`src/sv/rc4_pkg.sv`:
```
package rc4_pkg;

    localparam int BYTE_W        = 8;
    localparam int PERM_DEPTH    = 256;
    localparam int PERM_AW       = $clog2(PERM_DEPTH);
    localparam int MAX_KEY_BYTES = 16;
    localparam int KEY_IDX_W     = (MAX_KEY_BYTES > 1) ? $clog2(MAX_KEY_BYTES) : 1;
    localparam int KEY_LEN_W     = 5;
    localparam int KEY_WORD_W    = 64;
    localparam int KEY_W         = 2 * KEY_WORD_W;
    localparam int CFG_IDX_W     = 2;
    localparam int CFG_DATA_W    = 64;

    localparam logic [CFG_IDX_W-1:0] CFG_KEY_LOW    = 2'd0;
    localparam logic [CFG_IDX_W-1:0] CFG_KEY_HIGH   = 2'd1;
    localparam logic [CFG_IDX_W-1:0] CFG_KEY_LENGTH = 2'd2;

    localparam logic [PERM_AW-1:0] PERM_LAST = PERM_AW'(PERM_DEPTH - 1);

    typedef enum logic [3:0] {
        ST_IDLE,
        ST_FILL,
        ST_KS_RD_I,
        ST_KS_RD_J,
        ST_KS_WR_I,
        ST_KS_WR_J,
        ST_PG_RD_A,
        ST_PG_RD_B,
        ST_PG_WR_A,
        ST_PG_WR_B,
        ST_PG_RD_T,
        ST_PG_DONE
    } t_state;

    typedef struct packed {
        logic               we;
        logic [PERM_AW-1:0] waddr;
        logic [BYTE_W-1:0]  wdata;
        logic               re;
        logic [PERM_AW-1:0] raddr;
    } t_ram_req;

endpackage

```
`src/sv/rc4_perm_ram.sv`:
```
module rc4_perm_ram
    import rc4_pkg::*;
(
    input  logic              i_clk,
    input  t_ram_req          i_req,
    output logic [BYTE_W-1:0] o_rdata
);

    logic [BYTE_W-1:0] r_mem [PERM_DEPTH];
    logic [BYTE_W-1:0] r_rdata;

    always_ff @(posedge i_clk) begin
        if (i_req.we) begin
            r_mem[i_req.waddr] <= i_req.wdata;
        end
    end

    // hold read data until the next read
    always_ff @(posedge i_clk) begin
        if (i_req.re) begin
            r_rdata <= r_mem[i_req.raddr];
        end
    end

    assign o_rdata = r_rdata;

endmodule

```
`src/sv/rc4_core.sv`:
```
module rc4_core
    import rc4_pkg::*;
(
    input  logic                 i_clk,
    input  logic                 i_rst_n,
    input  logic                 i_start,
    input  logic                 i_restart,
    input  logic [BYTE_W-1:0]    i_data,
    input  logic [KEY_W-1:0]     i_key,
    input  logic [KEY_LEN_W-1:0] i_key_len,
    input  logic                 i_res_ready,
    output logic                 o_idle,
    output logic                 o_res_valid,
    output logic [BYTE_W-1:0]    o_res_byte
);

    t_state r_state, n_state;

    logic [PERM_AW-1:0]   r_idx, n_idx;     // i during the schedule, a afterwards
    logic [PERM_AW-1:0]   r_j, n_j;         // j during the schedule, b afterwards
    logic [BYTE_W-1:0]    r_si, n_si;
    logic [BYTE_W-1:0]    r_sj, n_sj;
    logic [BYTE_W-1:0]    r_data, n_data;
    logic [KEY_IDX_W-1:0] r_k, n_k;
    logic                 r_keyed, n_keyed;

    t_ram_req          ram_req;
    logic [BYTE_W-1:0] rdata;

    logic [BYTE_W-1:0]    add_a, add_b, add_c, add_sum;
    logic [BYTE_W-1:0]    key_byte;
    logic [KEY_LEN_W-1:0] len_eff;
    logic                 sched_req;

    rc4_perm_ram u_ram (
        .i_clk   (i_clk),
        .i_req   (ram_req),
        .o_rdata (rdata)
    );

    // shared modulo-256 adder
    assign add_sum = add_a + add_b + add_c;

    always_comb begin
        priority if (i_key_len == '0) begin
            len_eff = KEY_LEN_W'(1);
        end else if (i_key_len > KEY_LEN_W'(MAX_KEY_BYTES)) begin
            len_eff = KEY_LEN_W'(MAX_KEY_BYTES);
        end else begin
            len_eff = i_key_len;
        end
    end

    assign key_byte  = i_key[{r_k, 3'b000} +: BYTE_W];
    assign sched_req = i_restart || !r_keyed;
    assign o_idle    = (r_state == ST_IDLE);

    always_comb begin
        n_state = r_state;
        unique case (r_state)
            ST_IDLE: begin
                if (i_start) begin
                    n_state = sched_req ? ST_FILL : ST_PG_RD_A;
                end
            end
            ST_FILL: begin
                if (r_idx == PERM_LAST) begin
                    n_state = ST_KS_RD_I;
                end
            end
            ST_KS_RD_I: n_state = ST_KS_RD_J;
            ST_KS_RD_J: n_state = ST_KS_WR_I;
            ST_KS_WR_I: n_state = ST_KS_WR_J;
            ST_KS_WR_J: n_state = (r_idx == PERM_LAST) ? ST_PG_RD_A : ST_KS_RD_I;
            ST_PG_RD_A: n_state = ST_PG_RD_B;
            ST_PG_RD_B: n_state = ST_PG_WR_A;
            ST_PG_WR_A: n_state = ST_PG_WR_B;
            ST_PG_WR_B: n_state = ST_PG_RD_T;
            ST_PG_RD_T: n_state = ST_PG_DONE;
            ST_PG_DONE: begin
                if (i_res_ready) begin
                    n_state = ST_IDLE;
                end
            end
            default: n_state = ST_IDLE;
        endcase
    end

    always_comb begin
        n_idx       = r_idx;
        n_j         = r_j;
        n_si        = r_si;
        n_sj        = r_sj;
        n_data      = r_data;
        n_k         = r_k;
        n_keyed     = r_keyed;
        add_a       = '0;
        add_b       = '0;
        add_c       = '0;
        ram_req     = '0;
        o_res_valid = 1'b0;
        o_res_byte  = r_data ^ rdata;
        unique case (r_state)
            ST_IDLE: begin
                if (i_start) begin
                    n_data = i_data;
                    if (sched_req) begin
                        n_idx = '0;
                        n_j   = '0;
                        n_k   = '0;
                    end
                end
            end
            ST_FILL: begin
                ram_req.we    = 1'b1;
                ram_req.waddr = r_idx;
                ram_req.wdata = BYTE_W'(r_idx);
                n_idx         = r_idx + PERM_AW'(1);
            end
            ST_KS_RD_I: begin
                ram_req.re    = 1'b1;
                ram_req.raddr = r_idx;
            end
            ST_KS_RD_J: begin
                add_a         = BYTE_W'(r_j);
                add_b         = rdata;
                add_c         = key_byte;
                n_j           = PERM_AW'(add_sum);
                n_si          = rdata;
                ram_req.re    = 1'b1;
                ram_req.raddr = PERM_AW'(add_sum);
            end
            ST_KS_WR_I: begin
                ram_req.we    = 1'b1;
                ram_req.waddr = r_idx;
                ram_req.wdata = rdata;
            end
            ST_KS_WR_J: begin
                ram_req.we    = 1'b1;
                ram_req.waddr = r_j;
                ram_req.wdata = r_si;
                n_idx         = r_idx + PERM_AW'(1);
                if (r_k == KEY_IDX_W'(len_eff - KEY_LEN_W'(1))) begin
                    n_k = '0;
                end else begin
                    n_k = r_k + KEY_IDX_W'(1);
                end
                // last swap: index a wraps to zero, clear b
                if (r_idx == PERM_LAST) begin
                    n_j     = '0;
                    n_keyed = 1'b1;
                end
            end
            ST_PG_RD_A: begin
                add_a         = BYTE_W'(r_idx);
                add_b         = BYTE_W'(1);
                n_idx         = PERM_AW'(add_sum);
                ram_req.re    = 1'b1;
                ram_req.raddr = PERM_AW'(add_sum);
            end
            ST_PG_RD_B: begin
                add_a         = BYTE_W'(r_j);
                add_b         = rdata;
                n_j           = PERM_AW'(add_sum);
                n_si          = rdata;
                ram_req.re    = 1'b1;
                ram_req.raddr = PERM_AW'(add_sum);
            end
            ST_PG_WR_A: begin
                ram_req.we    = 1'b1;
                ram_req.waddr = r_idx;
                ram_req.wdata = rdata;
                n_sj          = rdata;
            end
            ST_PG_WR_B: begin
                ram_req.we    = 1'b1;
                ram_req.waddr = r_j;
                ram_req.wdata = r_si;
            end
            ST_PG_RD_T: begin
                add_a         = r_si;
                add_b         = r_sj;
                ram_req.re    = 1'b1;
                ram_req.raddr = PERM_AW'(add_sum);
            end
            ST_PG_DONE: begin
                o_res_valid = 1'b1;
            end
            default: begin
                n_keyed = r_keyed;
            end
        endcase
    end

    always_ff @(posedge i_clk) begin
        if (!i_rst_n) begin
            r_state <= ST_IDLE;
            r_idx   <= '0;
            r_j     <= '0;
            r_k     <= '0;
            r_keyed <= 1'b0;
        end else begin
            r_state <= n_state;
            r_idx   <= n_idx;
            r_j     <= n_j;
            r_k     <= n_k;
            r_keyed <= n_keyed;
        end
    end

    always_ff @(posedge i_clk) begin
        r_si   <= n_si;
        r_sj   <= n_sj;
        r_data <= n_data;
    end

endmodule

```
`src/sv/rc4_stream_cipher.sv`:
```
// RC4 stream cipher, one byte per transaction.
// Input channel (i_in_valid / o_in_ready) carries i_data_byte and i_restart;
// output channel (o_out_valid / i_out_ready) returns o_out_byte, the input
// byte XOR the next keystream byte. Encryption and decryption are identical.
// Configuration channel (i_cfg_valid / o_cfg_ready, always ready) writes the
// key: index 0 key bytes 0-7, index 1 key bytes 8-15, index 2 key length
// (0 behaves as 1, above 16 as 16). Other indices are dropped. Write it only
// while the block is idle.
// A plain byte runs one keystream step before o_out_valid: five table
// accesses, one per state, from ST_PG_RD_A to ST_PG_RD_T. With i_restart,
// or on the first byte after reset, the key schedule runs first: a table
// fill of all 256 entries and 256 swaps, each through ST_KS_RD_I, ST_KS_RD_J,
// ST_KS_WR_I and ST_KS_WR_J. The core works on one byte at a time and
// o_in_ready is high only when it is idle; a finished byte may wait in the
// output register meanwhile.
// Reset clears indices, the keyed flag and the output valid; key registers
// return to zero with length 16. If the receiver stalls, the result is held
// in the output register and a finished step waits until the slot frees.
module rc4_stream_cipher
    import rc4_pkg::*;
(
    input  logic                  i_clk,
    input  logic                  i_rst_n,
    input  logic                  i_cfg_valid,
    output logic                  o_cfg_ready,
    input  logic [CFG_IDX_W-1:0]  i_cfg_index,
    input  logic [CFG_DATA_W-1:0] i_cfg_data,
    input  logic                  i_in_valid,
    output logic                  o_in_ready,
    input  logic                  i_restart,
    input  logic [BYTE_W-1:0]     i_data_byte,
    output logic                  o_out_valid,
    input  logic                  i_out_ready,
    output logic [BYTE_W-1:0]     o_out_byte
);

    logic [KEY_WORD_W-1:0] r_key_low, r_key_high;
    logic [KEY_LEN_W-1:0]  r_key_len;
    logic                  r_out_valid;
    logic [BYTE_W-1:0]     r_out_byte;

    logic              core_idle;
    logic              res_valid;
    logic [BYTE_W-1:0] res_byte;
    logic              res_ready;
    logic              in_take;

    assign o_cfg_ready = 1'b1;
    assign o_in_ready  = core_idle;
    assign in_take     = i_in_valid && core_idle;

    // the output slot is free when empty or being emptied this cycle
    assign res_ready = !r_out_valid || i_out_ready;

    rc4_core u_core (
        .i_clk       (i_clk),
        .i_rst_n     (i_rst_n),
        .i_start     (in_take),
        .i_restart   (i_restart),
        .i_data      (i_data_byte),
        .i_key       ({r_key_high, r_key_low}),
        .i_key_len   (r_key_len),
        .i_res_ready (res_ready),
        .o_idle      (core_idle),
        .o_res_valid (res_valid),
        .o_res_byte  (res_byte)
    );

    // key registers; unknown indices are dropped
    always_ff @(posedge i_clk) begin
        if (!i_rst_n) begin
            r_key_low  <= '0;
            r_key_high <= '0;
            r_key_len  <= KEY_LEN_W'(MAX_KEY_BYTES);
        end else if (i_cfg_valid) begin
            unique case (i_cfg_index)
                CFG_KEY_LOW:    r_key_low  <= i_cfg_data;
                CFG_KEY_HIGH:   r_key_high <= i_cfg_data;
                CFG_KEY_LENGTH: r_key_len  <= i_cfg_data[KEY_LEN_W-1:0];
                default:        r_key_len  <= r_key_len;
            endcase
        end
    end

    // output register: load a finished result, drop valid once taken
    always_ff @(posedge i_clk) begin
        if (!i_rst_n) begin
            r_out_valid <= 1'b0;
        end else if (res_valid && res_ready) begin
            r_out_valid <= 1'b1;
        end else if (i_out_ready) begin
            r_out_valid <= 1'b0;
        end
    end

    always_ff @(posedge i_clk) begin
        if (res_valid && res_ready) begin
            r_out_byte <= res_byte;
        end
    end

    assign o_out_valid = r_out_valid;
    assign o_out_byte  = r_out_byte;

endmodule
```
`config.mk`:
```
export PLATFORM = sky130hd
export DESIGN_NAME = rc4_stream_cipher
export DESIGN_NICKNAME = d
export VERILOG_FILES = /design/src/sv/rc4_pkg.sv /design/src/sv/rc4_perm_ram.sv /design/src/sv/rc4_core.sv /design/src/sv/rc4_stream_cipher.sv
export SDC_FILE = /design/constraint.sdc
export NUM_CORES = 2
export LEC_CHECK = 0
export ABC_AREA = 1
export ABC_CLOCK_PERIOD_IN_PS = 12200
export BUFFER_PORTS_ARGS = -buffer_cell sky130_fd_sc_hd__buf_4
export CORE_UTILIZATION = 42
export CTS_CLUSTER_SIZE = 40
export DETAILED_ROUTE_END_ITERATION = 8
export SLEW_MARGIN = 10
export SYNTH_ARGS = -nofsm -noshare
export SYNTH_HDL_FRONTEND = slang
export SYNTH_SLANG_ARGS = --single-unit
```
`constraint.sdc`:
```
create_clock -name i_clk -period 12.2 [get_ports i_clk]
set_input_delay 0.61 -clock i_clk [delete_from_list [all_inputs] [get_ports i_clk]]
set_output_delay 0.61 -clock i_clk [all_outputs]
set_load 0.02 [all_outputs]
```
After elaboration in Yosys (flattened, before gate mapping)

Memories as Yosys holds them, arrays and structs flattened. A register that Yosys moved wholly into a read port is not among the register bits.
Index checks and enable logic that the tools add are counted.
Widths: inputs -> output; s select.

Mux-type cells: 27
Reduce and logical (&&, ||, !) cells: 27
Bitwise gates (word level): 1
$add $sub $neg: 5
Divide/modulo/power cells: 0
Shift-type cells: 1
Eq/ne operators: 20
$mul: 0
$lt $le $gt $ge: 1

Operators with widths:

| operator            | number |
|---|---|
| $shiftx 128x8->8    | 1 |
| $pmux 8 s3          | 4 |
| $pmux 17 s3         | 1 |
| $pmux 4 s12         | 1 |
| $mux 4              | 8 |
| $mux 8              | 4 |
| $pmux 9 s2          | 1 |
| $add 8x8->8         | 2 |
| $eq 4x3->1 const B  | 4 |
| $eq 4x4->1 const B  | 4 |
| $reduce_and 2->1    | 5 |
| $reduce_and 3->1    | 3 |
| $add 8x1->8 const B | 1 |
| $eq 4x2->1 const B  | 2 |
| $eq 8x8->1 const B  | 1 |
| $ne 2x1->1 const B  | 4 |
| $pmux 4 s2          | 1 |
| $reduce_or 2->1     | 4 |
| $xor 8x8->8         | 1 |
| $mux 3              | 2 |
| $reduce_bool 3->1   | 2 |
| $gt 5x5->1 const B  | 1 |
| $logic_not 5->1     | 1 |
| $mux 1              | 5 |
| other kinds (15)    | 19 |

Bits in latches: 0
Bits in read-only memories: 0
RAM bits: 2048
Input port bits: 80
Memories: 1
Bits in registers: 191
Output and inout bits: 11
Word-level logic and storage cells: 96

Memory list:

| memory             | words | bits a word | read ports | clocked after memory_dff | wr ports | RTL line          | RTL |
|---|---|---|---|---|---|---|---|
| u_core.u_ram.r_mem | 256   | 8           | 1          | 1                        | 1        | rc4_perm_ram.sv:9 | `logic [BYTE_W-1:0] r_mem [PERM_DEPTH];` |

Depth between registers and ports, before layout

Depth in word-level cells: 7
Depth in mapped cells: 25
Gate-level depth less buffers: 21

By module

Synthesis repeated with hierarchy kept, for this count alone.

Cells, all modules: 8546
Area, all modules: 93883.8 um^2

By module, submodules not included:

| module            | times used | sequential area each (um^2) | area an instance (um^2) | cells each |
|---|---|---|---|---|
| rc4_perm_ram      | 1          | 61739.2                     | 83476.3                 | 7003 |
| rc4_stream_cipher | 1          | 2922.8                      | 5999.5                  | 877 |
| rc4_core          | 1          | 1221.2                      | 4408.0                  | 666 |

Least setup slack after synthesis

No wires, ideal clock.

Kind: reg-to-reg
From: register u_core.r_state[2]
To: memory u_core.u_ram.r_mem[0][0] (data pin)
Library setup time: 1.631 ns
Slack: 2.395 ns
Buffers on the path: 1
Cell stages (with the launch flop): 8
Period minus slack after synthesis: 9.805 ns
Data arrival time: 8.174 ns
Required time: 10.569 ns
Cell sequence: dfxtp_1 inv_2 nor2_1 inv_1 nand2_1 nand2_1 clkbuf_1 o221ai_1

RTL lines:

| what                     | RTL line          | RTL |
|---|---|---|
| start: declaration       | rc4_core.sv:17    | `t_state r_state, n_state;` |
| start signal: assignment | rc4_core.sv:203   | `r_state <= n_state;` |
| end: declaration         | rc4_perm_ram.sv:9 |  |

Final worst setup path

From: register u_core.r_k[0]
To: register u_core.u_ram.r_rdata[3], in the netlist u_core.u_ram.o_rdata[3], read port of u_core.u_ram.r_mem (data pin)

Cells in the longest elaborated chain, start to end: 4

Ends and longest elaborated chain:

| what                     | RTL line           | RTL |
|---|---|---|
| start: declaration       | rc4_core.sv:24     | `logic [KEY_IDX_W-1:0] r_k, n_k;` |
| start signal: assignment | rc4_core.sv:206    | `r_k <= n_k;` |
| $shiftx 128x8->8         | rc4_core.sv:54     | `assign key_byte = i_key[{r_k, 3'b000} +: BYTE_W];` |
| $mux 8                   | rc4_core.sv:103    | `unique case (r_state)` |
| $add 8x8->8              | rc4_core.sv:42     | `assign add_sum = add_a + add_b + add_c;` |
| $pmux 9 s2               | rc4_core.sv:103    |  |
| end: declaration         | rc4_perm_ram.sv:10 | `logic [BYTE_W-1:0] r_rdata;` |

Every way passes these cells.
A chain may end at the register's enable or synchronous reset.

==> results.json <==
{
  "via_per_inst": 5.618,
  "numCtsBuffers": 227,
  "timing.critical_path.buf_inv": 5,
  "worst_ep_arrival_time_ns": 7.88,
  "grt_first_pass_wirelength_mm": 425.9,
  "grtUsageTotal_pct": 24.20,
  "critical-path-slowest-cell": "buf_4",
  "cpPeakStageDelay_ns": 0.85,
  "met2_global_route_usage_pct": 37.03,
  "layout_setup_ws_ns": 5.061,
  "post_cts_resized": 0,
  "clock_transition_at_the_register_clock_pins_on_the_worst_setup_and_hold_paths_after_cts_ns": 0.06,
  "path_delay_family": "buffers and inverters",
  "cts_tree": "built",
  "synth_top_area_share_pct": 64.65,
  "power.density_nw_per_um2": 147.4,
  "ctsLongestPathBuffers": 3,
  "avgRoutedWirePerCell_um": 23.29,
  "detail_route.wirelength_mm": 286.3,
  "drt_drc_violations_left": 0,
  "cts_hold_buffers": 72,
  "final.setup_skew_ns": 0.02695,
  "met1_usage_pct": 33.82,
  "critPathMaxFanout": 190,
  "horizontal_die_dimension_um": 482.6,
  "initial_core_util_pct": 42.23,
  "synth_top_area_cell": "edfxtp_1",
  "overall_via_count_from_detail_route": 69060,
  "detail_route.first_pass.iterations": 8,
  "floorplan.rows": 176,
  "io_pins": 91,
  "slew_violations": 0,
  "drive_gt1_share_pct": 5.799,
  "route.antenna.remaining_nets": 0,
  "syn2layout_area_growth_pct": 10.73,
  "mappedNetlistNets": 9335,
  "yosys_most_used_dff": "edfxtp_1",
  "initial_antenna_violation_count": 6,
  "grtUsageMet3_pct": 4.688,
  "max-slew-margin-rel_pct": 16.69,
  "clock_insertion_delay_worst_skew_ns": 0.88,
  "ys_ff_latch": 2247,
  "maxClockFrequency_mhz": 140.1,
  "clockRootBuffer": "clkbuf_16",
  "maxCapViolCount": 0,
  "yosys-top-cells-area": "edfxtp_1 (65%), nand2_1 (11%), nand3_1 (10%)",
  "buffer_ports.inserted": 89,
  "finalNetCount": 9175,
  "synthCells": 9238,
  "timing_worst_slew_pin_value_ns": 1.250,
  "post_synth_num_cell_types": 48,
  "design.core.area_um2": 229700,
  "fin_crit_sh_pct": 58.52,
  "path_common_cell": "nand3_1",
  "cts.repair_timing.setup_buffer_count": 0,
  "rsz_0062_raised_after_global_routing": "false",
  "crit_path_start": "u_core.r_k[0]$_SDFFE_PN0P_",
  "period_needed_ns": 7.139,
  "yosysWarningCount": 0,
  "synth_area_per_cell_um2": 10.50,
  "final_common_cell": "nand2_1",
  "post-place-ws_ns": 5.322,
  "number_of_sinks_driven_by_the_clock_tree": 2247,
  "chipHeight_um": 482.6,
  "gp_routability_congestion": 0.9060,
  "postSynth.asyncResetShare_pct": 0,
  "mostFrequentLayoutCells": "nand2_1 (2,748), edfxtp_1 (2,088), nand3_1 (2,004), nor2_1 (619), inv_1 (386)",
  "post-dp-hpwl_mm": 156.3,
  "synth.yosys.seq_area_share_pct": 67.93,
  "timing_worst_setup_path_type": "reg -> reg",
  "grt_start_max_net_pins": 207,
  "fillers": 20890,
  "first_global_vias": 65300,
  "overflow": 0,
  "number_of_synthesized_flops_with_an_enable_pin": 2088,
  "timing.critical_path.from_type": "flop",
  "post_route_setup_tns_ns": 0,
  "outcome": "finished, final reports clean",
  "hold_path_startpoint": "i_out_ready",
  "top_usage_layer": "met2",
  "leakage_nw": 40.04,
  "htree_levels": 4,
  "worstPathCellList": "inv_1, buf_4, nor2_1, o32ai_1, o21ai_0, nand2_1, nand2_1, a31oi_1, fa_1, ha_1, inv_1, o21bai_4, buf_4, buf_12, nand2_1, nand3_1, nand3_1, nand3_1, nand3_1, nand3_1, nand3_1, nand2_1",
  "drt_first_iter_violations": 8589,
  "vdd.ir_drop.worst_mv": 0.1275,
  "critical_path.endpoint_type": "flop",
  "report.power.total_w": 0.01583,
  "synthesis.area_um2": 96990,
  "crit-reg2reg-launch": "u_core.r_k[0]$_SDFFE_PN0P_",
  "min-delay-path-class": "in -> reg",
  "setup_violations": 0,
  "design.die.area_um2": 232900,
  "critical_path_required_ns": 12.94,
  "finalHoldViolCount": 0
}
[state kept, by name, summed over array words and instances (netlist names)]
register / cells
u_core.u_ram.r_mem: 2048
r_key_high: 64
r_key_low: 64
o_out_byte: 8
u_core.r_data: 8
u_core.r_idx: 8
u_core.r_j: 8
u_core.r_si: 8
u_core.r_sj: 8
u_core.u_ram.o_rdata: 8
r_key_len: 5
u_core.r_k: 4
u_core.r_state: 4
o_out_valid: 1
u_core.r_keyed: 1
[kinds of logic after synthesis]
| group | synth area share [%] |
|---|---|
| AO/OA/AOI/OAI | 2.761 |
| XOR/XNOR | 0.1625 |
| adder cells (fa/ha/maj) | 0.2812 |
| buffers and inverters | 4.742 |
| flip-flops | 67.93 |
| multiplexers | 0.1342 |
| other | 0.003866 |
| AND/OR/NAND/NOR | 23.99 |
[cells in the mapped netlist, types with 11 or more instances]
cell	count
o32ai_1	13
clkbuf_1	251
o22ai_1	25
mux2i_1	13
edfxtp_1	2088
buf_1	44
inv_1	390
nor3_1	11
o211ai_1	118
buf_6	16
buf_4	49
nor2_1	619
nand3_1	2004
dfxtp_1	159
o21ai_0	198
buf_2	289
nand3b_1	49
nand2_1	2763
xor2_1	16
a21oi_1	39
o221ai_1	18
[worst reg2reg max path, delay by kind of cell (launching register included)]
kind,cells,cell delay [ns]
AOI/OAI and AO/OA,4,1.21
and+or+nand+nor,11,2.07
adders and majority gates,2,0.91
buffers and inverters,5,2.52
DFF,1,0.31
[worst paths after layout]
check                                      endpoint  slack [ns]  cells after the start
setup reg to reg  u_core.u_ram.o_rdata[3]$_DFFE_PN_        5.06                     22
hold / removal             o_out_valid$_SDFFE_PN0P_        0.06                      4
setup / recovery  u_core.u_ram.o_rdata[3]$_DFFE_PN_        5.06                     22
hold reg to reg          r_key_low[15]$_SDFFE_PN0P_        0.46                      2
[report_power, final]
| group | switching (W) | internal, W |
|---|---|---|
| sequential | 0.0000277 | 0.00844 |
| combinational | 0.000454 | 0.000154 |
| clock | 0.00296 | 0.00379 |
| total | 0.00344 | 0.0124 |
[area by class of cell]
type	instances	area [um2]	area share, %
antenna	4	10.01	0.009320
tap	3026	3786	3.525
clock buffer	308	6130	5.707
multi-input combinational	5943	26760	24.91
clock inverter	104	928.4	0.8644
timing repair buffer	260	2395	2.230
inverter	399	1509	1.405
sequential	2247	65890	61.35
[routing by layer]
layer / routed length [um] / share of wire [%] / up-vias
met3: 25560 / 8.9 / 531
li1: - / - / 31570
met2: 129500 / 45 / 3131
met4: 11620 / 4.1 / 0
met5: 0 / 0 / -
met1: 119700 / 42 / 33820
[through the flow]
stage,hold slack (ns),util [%],area (um2),cells
2_1_floorplan,0.4297,-,96990,9238
3_5_place_dp,0.4517,43.37,99610,11800
3_3_place_gp,0.4471,43.37,99610,11800
5_1_grt,0.08627,46.76,107400,12290
6_report,0.05974,46.76,107400,12290
4_1_cts,0.009154,46.76,107400,12290
Note: power is estimated with default switching activity, not from simulation.
